[src/hdl/rwcp_pkg.sv]
// ----------------------------------------------------------------------------
// rwcp_pkg
// shared types and constants of the register write command packer
// ----------------------------------------------------------------------------
package rwcp_pkg;

   // request opcodes
   typedef enum logic {
      OP_WRITE = 1'b0,
      OP_FLUSH = 1'b1
   } opcode_type;

   localparam int WORD_ADDR_W = 30;
   localparam int DATA_W      = 32;
   localparam int OFFSET_W    = 6;
   localparam int EXTRA_W     = 2;
   localparam int SLOT_OUT_W  = 7;
   localparam int NODE_W      = 16;

   // a write joins when its word offset above the base is below this
   localparam logic [OFFSET_W-1:0] OFFSET_LIMIT = 6'h3F;

   // most writes packed beyond the first one
   localparam logic [EXTRA_W-1:0] MAX_EXTRA = 2'd2;

endpackage

[src/hdl/register_write_command_packer.sv]
// ----------------------------------------------------------------------------
// register_write_command_packer
// packs register writes into command items of up to three writes
// ----------------------------------------------------------------------------
// A stream of register writes (byte address, value) is packed into command
// items: a base word address with its data plus up to two more writes given
// as word offsets 1..62 above the base. A write that cannot join the open
// item emits that item and opens a new one in the next slot of the node.
// The item in the last slot of a node (ITEMS_PER_NODE-1) holds a single
// write; the following write emits it as end of node and opens slot 0 of the
// next node (node number wraps at 65536). A flush emits the open item, if
// any, marked end of node and end of list, and returns the block to its
// reset state. The packing decision (one 30-bit subtract and compare
// against the open base) is made as each request word is accepted, and any
// emitted item lands in the response register, so one request word is taken
// per clock while no emit waits on a held response. A request that emits
// nothing is taken even while a response word is held by rsp_stall; one that
// would emit waits until the response register frees up.
// ----------------------------------------------------------------------------
module register_write_command_packer #(
   parameter int ITEMS_PER_NODE = 128
) (
   input  logic        clock,
   input  logic        reset,

   // request channel
   input  logic        req_valid,
   output logic        req_stall,
   input  logic        req_opcode,
   input  logic [31:0] req_reg_addr,
   input  logic [31:0] req_reg_value,

   // response channel
   output logic        rsp_valid,
   input  logic        rsp_stall,
   output logic [29:0] rsp_base_word_addr,
   output logic [31:0] rsp_first_data,
   output logic [5:0]  rsp_second_offset,
   output logic [31:0] rsp_second_data,
   output logic [5:0]  rsp_third_offset,
   output logic [31:0] rsp_third_data,
   output logic [1:0]  rsp_extra_writes,
   output logic [6:0]  rsp_item_slot,
   output logic [15:0] rsp_node_number,
   output logic        rsp_node_end,
   output logic        rsp_list_end
);

   localparam int SLOT_W = $clog2(ITEMS_PER_NODE);
   localparam logic [SLOT_W-1:0] LAST_SLOT = SLOT_W'(ITEMS_PER_NODE - 1);

   // open item state
   logic                                open_valid_ff, open_valid_in;
   logic [rwcp_pkg::WORD_ADDR_W-1:0]    open_base_ff, open_base_in;
   logic [rwcp_pkg::DATA_W-1:0]         open_data0_ff, open_data0_in;
   logic [rwcp_pkg::DATA_W-1:0]         open_data1_ff, open_data1_in;
   logic [rwcp_pkg::DATA_W-1:0]         open_data2_ff, open_data2_in;
   logic [rwcp_pkg::OFFSET_W-1:0]       open_off0_ff, open_off0_in;
   logic [rwcp_pkg::OFFSET_W-1:0]       open_off1_ff, open_off1_in;
   logic [rwcp_pkg::EXTRA_W-1:0]        open_extra_ff, open_extra_in;
   logic [SLOT_W-1:0]                   slot_ff, slot_in;
   logic [rwcp_pkg::NODE_W-1:0]         node_ff, node_in;

   // response register
   logic                                rsp_valid_ff, rsp_valid_in;
   logic [rwcp_pkg::WORD_ADDR_W-1:0]    rsp_base_ff, rsp_base_in;
   logic [rwcp_pkg::DATA_W-1:0]         rsp_data0_ff, rsp_data0_in;
   logic [rwcp_pkg::OFFSET_W-1:0]       rsp_off1_ff, rsp_off1_in;
   logic [rwcp_pkg::DATA_W-1:0]         rsp_data1_ff, rsp_data1_in;
   logic [rwcp_pkg::OFFSET_W-1:0]       rsp_off2_ff, rsp_off2_in;
   logic [rwcp_pkg::DATA_W-1:0]         rsp_data2_ff, rsp_data2_in;
   logic [rwcp_pkg::EXTRA_W-1:0]        rsp_extra_ff, rsp_extra_in;
   logic [rwcp_pkg::SLOT_OUT_W-1:0]     rsp_slot_ff, rsp_slot_in;
   logic [rwcp_pkg::NODE_W-1:0]         rsp_node_ff, rsp_node_in;
   logic                                rsp_node_end_ff, rsp_node_end_in;
   logic                                rsp_list_end_ff, rsp_list_end_in;

   // decode
   logic                                is_flush;
   logic [rwcp_pkg::WORD_ADDR_W-1:0]    word;
   logic [rwcp_pkg::WORD_ADDR_W-1:0]    diff;
   logic                                can_join;
   logic                                at_last_slot;
   logic                                emit;
   logic                                req_take;
   logic                                rsp_free;
   logic [SLOT_W+rwcp_pkg::SLOT_OUT_W-1:0] slot_wide;

   assign is_flush     = (req_opcode == rwcp_pkg::OP_FLUSH);
   assign word         = req_reg_addr[31:2];
   assign diff         = word - open_base_ff;
   // offset 1..62 above the base with room left in the item
   assign can_join     = (word > open_base_ff)
                       && (diff < rwcp_pkg::WORD_ADDR_W'(rwcp_pkg::OFFSET_LIMIT))
                       && (open_extra_ff < rwcp_pkg::MAX_EXTRA);
   assign at_last_slot = (slot_ff == LAST_SLOT);

   // an item leaves on a flush, at the last slot, or when the write won't fit
   assign emit = open_valid_ff && (is_flush || at_last_slot || !can_join);

   // response register frees up when empty or being taken this cycle
   assign rsp_free  = !rsp_valid_ff || !rsp_stall;
   assign req_stall = emit && !rsp_free;
   assign req_take  = req_valid && !req_stall;

   // low bits of the slot index, zero extended for small nodes
   assign slot_wide = {{rwcp_pkg::SLOT_OUT_W{1'b0}}, slot_ff};

   // open item next state
   always_comb begin
      open_valid_in = open_valid_ff;
      open_base_in  = open_base_ff;
      open_data0_in = open_data0_ff;
      open_data1_in = open_data1_ff;
      open_data2_in = open_data2_ff;
      open_off0_in  = open_off0_ff;
      open_off1_in  = open_off1_ff;
      open_extra_in = open_extra_ff;
      slot_in       = slot_ff;
      node_in       = node_ff;
      if (req_take) begin
         priority if (is_flush) begin
            // back to the reset state
            open_valid_in = 1'b0;
            open_base_in  = '0;
            open_off0_in  = '0;
            open_off1_in  = '0;
            open_extra_in = '0;
            slot_in       = '0;
            node_in       = '0;
         end else if (open_valid_ff && !at_last_slot && can_join) begin
            // pack into the open item
            if (open_extra_ff == '0) begin
               open_off0_in  = diff[rwcp_pkg::OFFSET_W-1:0];
               open_data1_in = req_reg_value;
            end else begin
               open_off1_in  = diff[rwcp_pkg::OFFSET_W-1:0];
               open_data2_in = req_reg_value;
            end
            open_extra_in = open_extra_ff + 1'b1;
         end else begin
            // open a fresh item, moving slot and node on if one was closed
            if (open_valid_ff) begin
               if (at_last_slot) begin
                  slot_in = '0;
                  node_in = node_ff + 1'b1;
               end else begin
                  slot_in = slot_ff + 1'b1;
               end
            end
            open_valid_in = 1'b1;
            open_base_in  = word;
            open_data0_in = req_reg_value;
            open_off0_in  = '0;
            open_off1_in  = '0;
            open_extra_in = '0;
         end
      end
   end

   // response register next state
   always_comb begin
      rsp_valid_in    = rsp_valid_ff && rsp_stall;
      rsp_base_in     = rsp_base_ff;
      rsp_data0_in    = rsp_data0_ff;
      rsp_off1_in     = rsp_off1_ff;
      rsp_data1_in    = rsp_data1_ff;
      rsp_off2_in     = rsp_off2_ff;
      rsp_data2_in    = rsp_data2_ff;
      rsp_extra_in    = rsp_extra_ff;
      rsp_slot_in     = rsp_slot_ff;
      rsp_node_in     = rsp_node_ff;
      rsp_node_end_in = rsp_node_end_ff;
      rsp_list_end_in = rsp_list_end_ff;
      if (req_take && emit) begin
         rsp_valid_in    = 1'b1;
         rsp_base_in     = open_base_ff;
         rsp_data0_in    = open_data0_ff;
         // unused slots read as zero
         rsp_off1_in     = (open_extra_ff >= 2'd1) ? open_off0_ff : '0;
         rsp_data1_in    = (open_extra_ff >= 2'd1) ? open_data1_ff : '0;
         rsp_off2_in     = (open_extra_ff >= 2'd2) ? open_off1_ff : '0;
         rsp_data2_in    = (open_extra_ff >= 2'd2) ? open_data2_ff : '0;
         rsp_extra_in    = open_extra_ff;
         rsp_slot_in     = slot_wide[rwcp_pkg::SLOT_OUT_W-1:0];
         rsp_node_in     = node_ff;
         rsp_node_end_in = is_flush || at_last_slot;
         rsp_list_end_in = is_flush;
      end
   end

   // control state
   always_ff @(posedge clock) begin
      if (reset) begin
         open_valid_ff <= 1'b0;
         open_base_ff  <= '0;
         open_off0_ff  <= '0;
         open_off1_ff  <= '0;
         open_extra_ff <= '0;
         slot_ff       <= '0;
         node_ff       <= '0;
         rsp_valid_ff  <= 1'b0;
      end else begin
         open_valid_ff <= open_valid_in;
         open_base_ff  <= open_base_in;
         open_off0_ff  <= open_off0_in;
         open_off1_ff  <= open_off1_in;
         open_extra_ff <= open_extra_in;
         slot_ff       <= slot_in;
         node_ff       <= node_in;
         rsp_valid_ff  <= rsp_valid_in;
      end
   end

   // payload, no reset
   always_ff @(posedge clock) begin
      open_data0_ff   <= open_data0_in;
      open_data1_ff   <= open_data1_in;
      open_data2_ff   <= open_data2_in;
      rsp_base_ff     <= rsp_base_in;
      rsp_data0_ff    <= rsp_data0_in;
      rsp_off1_ff     <= rsp_off1_in;
      rsp_data1_ff    <= rsp_data1_in;
      rsp_off2_ff     <= rsp_off2_in;
      rsp_data2_ff    <= rsp_data2_in;
      rsp_extra_ff    <= rsp_extra_in;
      rsp_slot_ff     <= rsp_slot_in;
      rsp_node_ff     <= rsp_node_in;
      rsp_node_end_ff <= rsp_node_end_in;
      rsp_list_end_ff <= rsp_list_end_in;
   end

   assign rsp_valid          = rsp_valid_ff;
   assign rsp_base_word_addr = rsp_base_ff;
   assign rsp_first_data     = rsp_data0_ff;
   assign rsp_second_offset  = rsp_off1_ff;
   assign rsp_second_data    = rsp_data1_ff;
   assign rsp_third_offset   = rsp_off2_ff;
   assign rsp_third_data     = rsp_data2_ff;
   assign rsp_extra_writes   = rsp_extra_ff;
   assign rsp_item_slot      = rsp_slot_ff;
   assign rsp_node_number    = rsp_node_ff;
   assign rsp_node_end       = rsp_node_end_ff;
   assign rsp_list_end       = rsp_list_end_ff;

endmodule
[config.mk]
export PLATFORM = sky130hd
export DESIGN_NAME = register_write_command_packer
export DESIGN_NICKNAME = d
export VERILOG_FILES = /design/src/hdl/rwcp_pkg.sv /design/src/hdl/register_write_command_packer.sv
export SDC_FILE = /design/constraint.sdc
export NUM_CORES = 1
export LEC_CHECK = 0
export BUFFER_PORTS_ARGS = -buffer_cell sky130_fd_sc_hd__buf_2
export CAP_MARGIN = 0
export CORE_ASPECT_RATIO = 0.6
export CORE_MARGIN = 5
export CORE_UTILIZATION = 60
export CTS_CLUSTER_SIZE = 8
export DETAILED_ROUTE_END_ITERATION = 8
export HOLD_SLACK_MARGIN = 0.05
export PLACE_DENSITY = 0.85
export SLEW_MARGIN = 20
export SYNTH_ARGS = -nofsm -noshare
export SYNTH_HDL_FRONTEND = slang
export SYNTH_SLANG_ARGS = --single-unit
[constraint.sdc]
create_clock -name clock -period 39.8 [get_ports clock]
set_input_delay 3.98 -clock clock [delete_from_list [all_inputs] [get_ports clock]]
set_output_delay 3.98 -clock clock [all_outputs]
set_load 0.02 [all_outputs]
Yosys cells after proc, flatten, opt, wreduce, memory -nomap -nowiden:

Index checks and enable logic that the tools add are counted.

* $lt $le $gt $ge: 5
* bitwise logic cells: 3
* $add $sub $neg: 4
* reductions and logical operators: 29
* equality and inequality tests: 4
* mux-type cells: 21

Operators with widths (number)
* $mux W16: 4
* $mux W30: 2
* $mux W6: 6
* $gt A30 B30 Y1: 1
* $lt A30 B6 Y1 const B: 1
* $sub A30 B30 Y30: 1
* $mux W7: 4
* $add A16 B1 Y16 const B: 1
* $reduce_and A4 Y1: 3
* $logic_and A1 B1 Y1: 9
* $add A7 B1 Y7 const B: 1
* $eq A7 B7 Y1 const B: 1
* $logic_not A1 Y1: 6
* $reduce_and A2 Y1: 3
* $reduce_and A3 Y1: 2
* $mux W2: 2
* $reduce_bool A2 Y1: 2
* $logic_or A1 B1 Y1: 3
* $mux W1: 3
* $ne A3 B2 Y1 const B: 1
* $ne A3 B3 Y1 const B: 1
* $not A1 Y1: 3
* $add A2 B1 Y2 const B: 1
* $ge A2 B1 Y1 const B: 1
* 4 further kinds: 4

* output and inout port bits: 167
* word-level logic and storage cells: 88
* register bits: 330

Logic depth before layout (Yosys ltp):

* depth in word-level cells: 12
* depth in mapped cells: 17

Worst setup path after synthesis:

No wires, ideal clock.

* path kind: input-to-reg
* start point: input port req_reg_addr[2]
* end point: register rsp_base_ff, in the netlist rsp_base_word_addr[0], enable pin
* arrival time: 17267 ps
* cell stages on the path: 14
* path slack: 21642 ps
* cell sequence: inv_1 -> ha_1 -> inv_1 -> fa_1 -> a21o_2 -> a221oi_2 -> or4_4 -> a21oi_2 -> o211ai_1 -> nand3b_4 -> and2_4 -> and4b_1 -> buf_6 -> nor3_1

* cells in the longest elaborated chain, start to end: 11
* elaborated cells on any way between the ends: 12
* classes of those cells: 1 x add/sub; 2 x order compare; 9 x reduce/logical

Ends and longest elaborated chain
* start: declaration: RTL line register_write_command_packer.sv:30 `input logic [31:0] req_reg_addr,`
* $sub A30 B30 Y30: RTL line register_write_command_packer.sv:91 `assign diff = word - open_base_ff;`
* $lt A30 B6 Y1: RTL line register_write_command_packer.sv:94 `&& (diff < rwcp_pkg::WORD_ADDR_W'(rwcp_pkg::OFFSET_LIMIT))`
* $logic_and A1 B1 Y1 *: RTL line register_write_command_packer.sv:94
* $logic_and A1 B1 Y1 *: RTL line register_write_command_packer.sv:95 `&& (open_extra_ff < rwcp_pkg::MAX_EXTRA);`
* $logic_not A1 Y1 *: RTL line register_write_command_packer.sv:99 `assign emit = open_valid_ff && (is_flush || at_last_slot || !can_join);`
* $logic_or A1 B1 Y1 *: RTL line register_write_command_packer.sv:99
* $logic_and A1 B1 Y1 *: RTL line register_write_command_packer.sv:99
* $logic_and A1 B1 Y1: RTL line register_write_command_packer.sv:103 `assign req_stall = emit && !rsp_free;`
* $logic_not A1 Y1: RTL line register_write_command_packer.sv:104 `assign req_take = req_valid && !req_stall;`
* $logic_and A1 B1 Y1: RTL line register_write_command_packer.sv:104
* $logic_and A1 B1 Y1 *: RTL line register_write_command_packer.sv:175 `if (req_take && emit) begin`
* end signal: assignment: RTL line register_write_command_packer.sv:220 `rsp_base_ff <= rsp_base_in;`
* end: declaration: RTL line register_write_command_packer.sv:66 `logic [rwcp_pkg::WORD_ADDR_W-1:0] rsp_base_ff, rsp_base_in;`

Every way passes the cells marked *; elsewhere a longest branch is shown, timed or not.
A chain may end at the register's enable or synchronous reset.

Worst setup path in the final report:

* start point: input port req_reg_addr[6]
* end point: output port req_stall

* cells in the longest elaborated chain, start to end: 8
* elaborated cells on any way between the ends: 9
* classes of those cells: 1 x add/sub; 2 x order compare; 6 x reduce/logical

Ends and longest elaborated chain
* $sub A30 B30 Y30: RTL line register_write_command_packer.sv:91
* $lt A30 B6 Y1: RTL line register_write_command_packer.sv:94
* $logic_and A1 B1 Y1 *: RTL line register_write_command_packer.sv:94
* $logic_and A1 B1 Y1 *: RTL line register_write_command_packer.sv:95
* $logic_not A1 Y1 *: RTL line register_write_command_packer.sv:99
* $logic_or A1 B1 Y1 *: RTL line register_write_command_packer.sv:99
* $logic_and A1 B1 Y1 *: RTL line register_write_command_packer.sv:99
* $logic_and A1 B1 Y1 *: RTL line register_write_command_packer.sv:103
* end: declaration: RTL line register_write_command_packer.sv:28 `output logic req_stall,`

Marks and branches as above.

==> results_dict.tcl <==
set metrics [dict create \
    outcome "complete, no violations" \
    core_sq_um 21900 \
    synth_flop_cell "edfxtp_1" \
    synth_area_leaders "edfxtp_1 59%, dfxtp_1 10%, nor2b_1 3.7%, ha_1 3.3%, a22o_1 2.6%" \
    post-route-util 0.732 \
    cap_violations 0 \
    numCtsBuffers 47 \
    grt_pass1_vias 8107 \
    cts_root_buffer "clkbuf_16" \
    antenna_found_initial 3 \
    cts_buffer_depth 3 \
    synth.distinct_cells 85 \
    rsz0062_at_grt "no" \
    r2r_start "open_base_ff[4]$_SDFFE_PP0P_" \
    cp.arrival_ps 7290 \
    cp_max_fo 5 \
    worst_pin_slew_ps 1020 \
    min_to "rsp_first_data[25]$_DFFE_PP_" \
    timing.setup.tns_ps 0 \
    syn_inst 922 \
    setup_viol 0 \
    ys_seq_area_frac 0.697 \
    yosys-top-cells-count "261 x edfxtp_1, 78 x nor2b_1, 69 x dfxtp_1, 50 x inv_1, 46 x nor2_1" \
    die_area_sq_um 25200 \
    routed_wl_microns 29900 \
    synth-seq-cells 330 \
    drc 0 \
    critPathCaptureType "output pin" \
    final_antenna_net_count 0 \
    total_leakage_power_uw 0.00588 \
    skew_ps 16.4 \
    gp_congestion 0.880 \
    grt_max_degree 77 \
    cts_tree "built" \
    syn-cell-area_sq_um 13200 \
    drive_gt1_frac 0.274 \
    grt_first_pass_wirelength_microns 46200 \
    required_ps 35820 \
    yosysTopAreaCellShare 0.592 \
    post_cts_buffers 0 \
    vias 8485 \
    powerDensity_nw_per_um2 50.3 \
    track_usage 0.232 \
    clock_latency_ps 550 \
    die_w_microns 202 \
    h-tree-depth 2 \
    overflow 0 \
    reg2reg_to "slot_ff[5]$_SDFFE_PP0P_" \
    layout.nets 1283 \
    hold_class "reg2reg" \
    portBuffers 233 \
    ctsHoldBuffers 0 \
    slew_headroom 0.319 \
    synthMostInstantiatedCell "edfxtp_1" \
    drt_iter0_markers 610 \
    finalWorstPathRequiredPeriod_ps 11270 \
    synth.largest_area_cell "edfxtp_1" \
    hold_viol 0 \
    die_height_microns 125 \
    syn_to_final_growth_pct 20.9 \
    ys_warn_count 0 \
    syn_area_per_cell_sq_um 14.4 \
    routed_via_density 5.65 \
    drv_slew 0 \
    max-vdd-ir-drop_v 0.0000426 \
    fp-row-count 42 \
    synth.net_count 1027 \
    async_flop_share 0 \
    synth-edff-count 261 \
    p_total_uw 805 \
    post-dp-hpwl_microns 20300 \
    hold_depth 0 \
    cts_resized 0 \
    num-fill-cells 1424 \
    initial_core_util 0.605 \
    crit_type "in2out" \
    start_kind "primary input" \
    fin_crit_sh 0.283 \
    wl_per_cell_microns 19.9 \
    reg2reg_depth 13 \
    fmaxAchievable_mhz 88.7 \
    cts_sinks 330 \
    dr.pass1.iters 5 \
    io_pins 236 \
    path_clk_slew_ps 50 \
    hp-start "open_data0_ff[25]$_DFFE_PP_" \
    r2r_slack_ps 35090 \
]
## cell usage in the layout, fill, tap and decap left out, types with 8 or more instances in the layout
cell / synthesis / layout
a21oi_1: 40 / 40
a22o_1: 39 / 39
and3_1: 8 / 8
buf_2: 3 / 233
buf_4: 2 / 8
clkbuf_1: 17 / 35
clkbuf_16: 0 / 47
dfxtp_1: 69 / 69
edfxtp_1: 261 / 261
ha_1: 35 / 35
inv_1: 50 / 50
nand2_1: 41 / 41
nand3_1: 13 / 13
nand4_1: 14 / 14
nor2_1: 46 / 45
nor2b_1: 78 / 78
nor3_1: 18 / 15
o21ai_0: 23 / 23
or3_1: 8 / 8
xnor2_1: 16 / 16
xor2_1: 13 / 13
## metal layers
metal  track usage  vias to the layer above  routed length (microns)
met5             0                        -                       21
met2         0.359                      292                    14000
met3        0.0528                       43                     1940
li1              -                     3974                        -
met4        0.0506                        4                      442
met1         0.344                     4172                    13500
## state kept, by name (all words and copies together), names as in the netlist, 30 cells and up
register,count
open_base_ff,30
rsp_base_word_addr,30
open_data1_ff,32
rsp_second_data,32
open_data2_ff,32
open_data0_ff,32
rsp_third_data,32
rsp_first_data,32
## where the power goes
group | switching (uW) | total (uW) | internal (uW)
Clock | 140 | 361 | 222
Sequential | 3.02 | 383 | 380
Combinational | 39.8 | 60.5 | 20.7
## per-stage QoR
step	worst slack [ps]	instances	area [sq um]	hold slack [ps]
2_1_floorplan	21640	922	13200	400
3_3_place_gp	28620	1415	14600	401
3_5_place_dp	28610	1415	14600	405
4_1_cts	28590	1501	16000	417
5_1_grt	28290	1502	16000	425
6_report	28530	1502	16000	417
## critical path, stage by stage
cell and delay (ps):
buf_2 110, ha_1 370, a21o_1 260, a31o_2 280
o21ai_0 290, nand2_1 190, a2111oi_0 480, o22ai_1 180
nor4_2 420, and4b_1 470, nor2_1 60, buf_2 170
## layout make-up
type / instances / area (sq um) / area share
diodes: 1 / 2.50 / 0.000156
clock buffers: 82 / 1310 / 0.0817
repair buffers: 241 / 1230 / 0.0766
clock inverters: 4 / 62.6 / 0.00391
inverters: 50 / 188 / 0.0117
multi-input cells: 508 / 3640 / 0.227
flip-flops and latches: 330 / 9220 / 0.576
well taps: 286 / 358 / 0.0224
## how the worst max path moves through the flow
| stage | end | depth (start not counted) | from | slack (ps) |
|---|---|---|---|---|
| global route | req_stall | 12 | req_reg_addr[6] | 28290 |
| finish | req_stall | 12 | req_reg_addr[6] | 28530 |
| CTS | req_stall | 12 | req_reg_addr[6] | 28590 |
| global placement | req_stall | 12 | req_reg_addr[6] | 28620 |
| floorplan | rsp_base_word_addr[0]$_DFFE_PP_ | 14 | req_reg_addr[2] | 21640 |
| detailed placement | req_stall | 12 | req_reg_addr[6] | 28610 |
## cells by family after synthesis
family | after synthesis | share of synthesized area
flops | 330 | 0.697
xor+xnor | 29 | 0.0192
buf+inv | 84 | 0.0319
fa+ha+maj | 36 | 0.0346
mux | 7 | 0.00530
simple gates | 259 | 0.112
compound gates | 177 | 0.0999
Power figures use the tool's default switching activity.
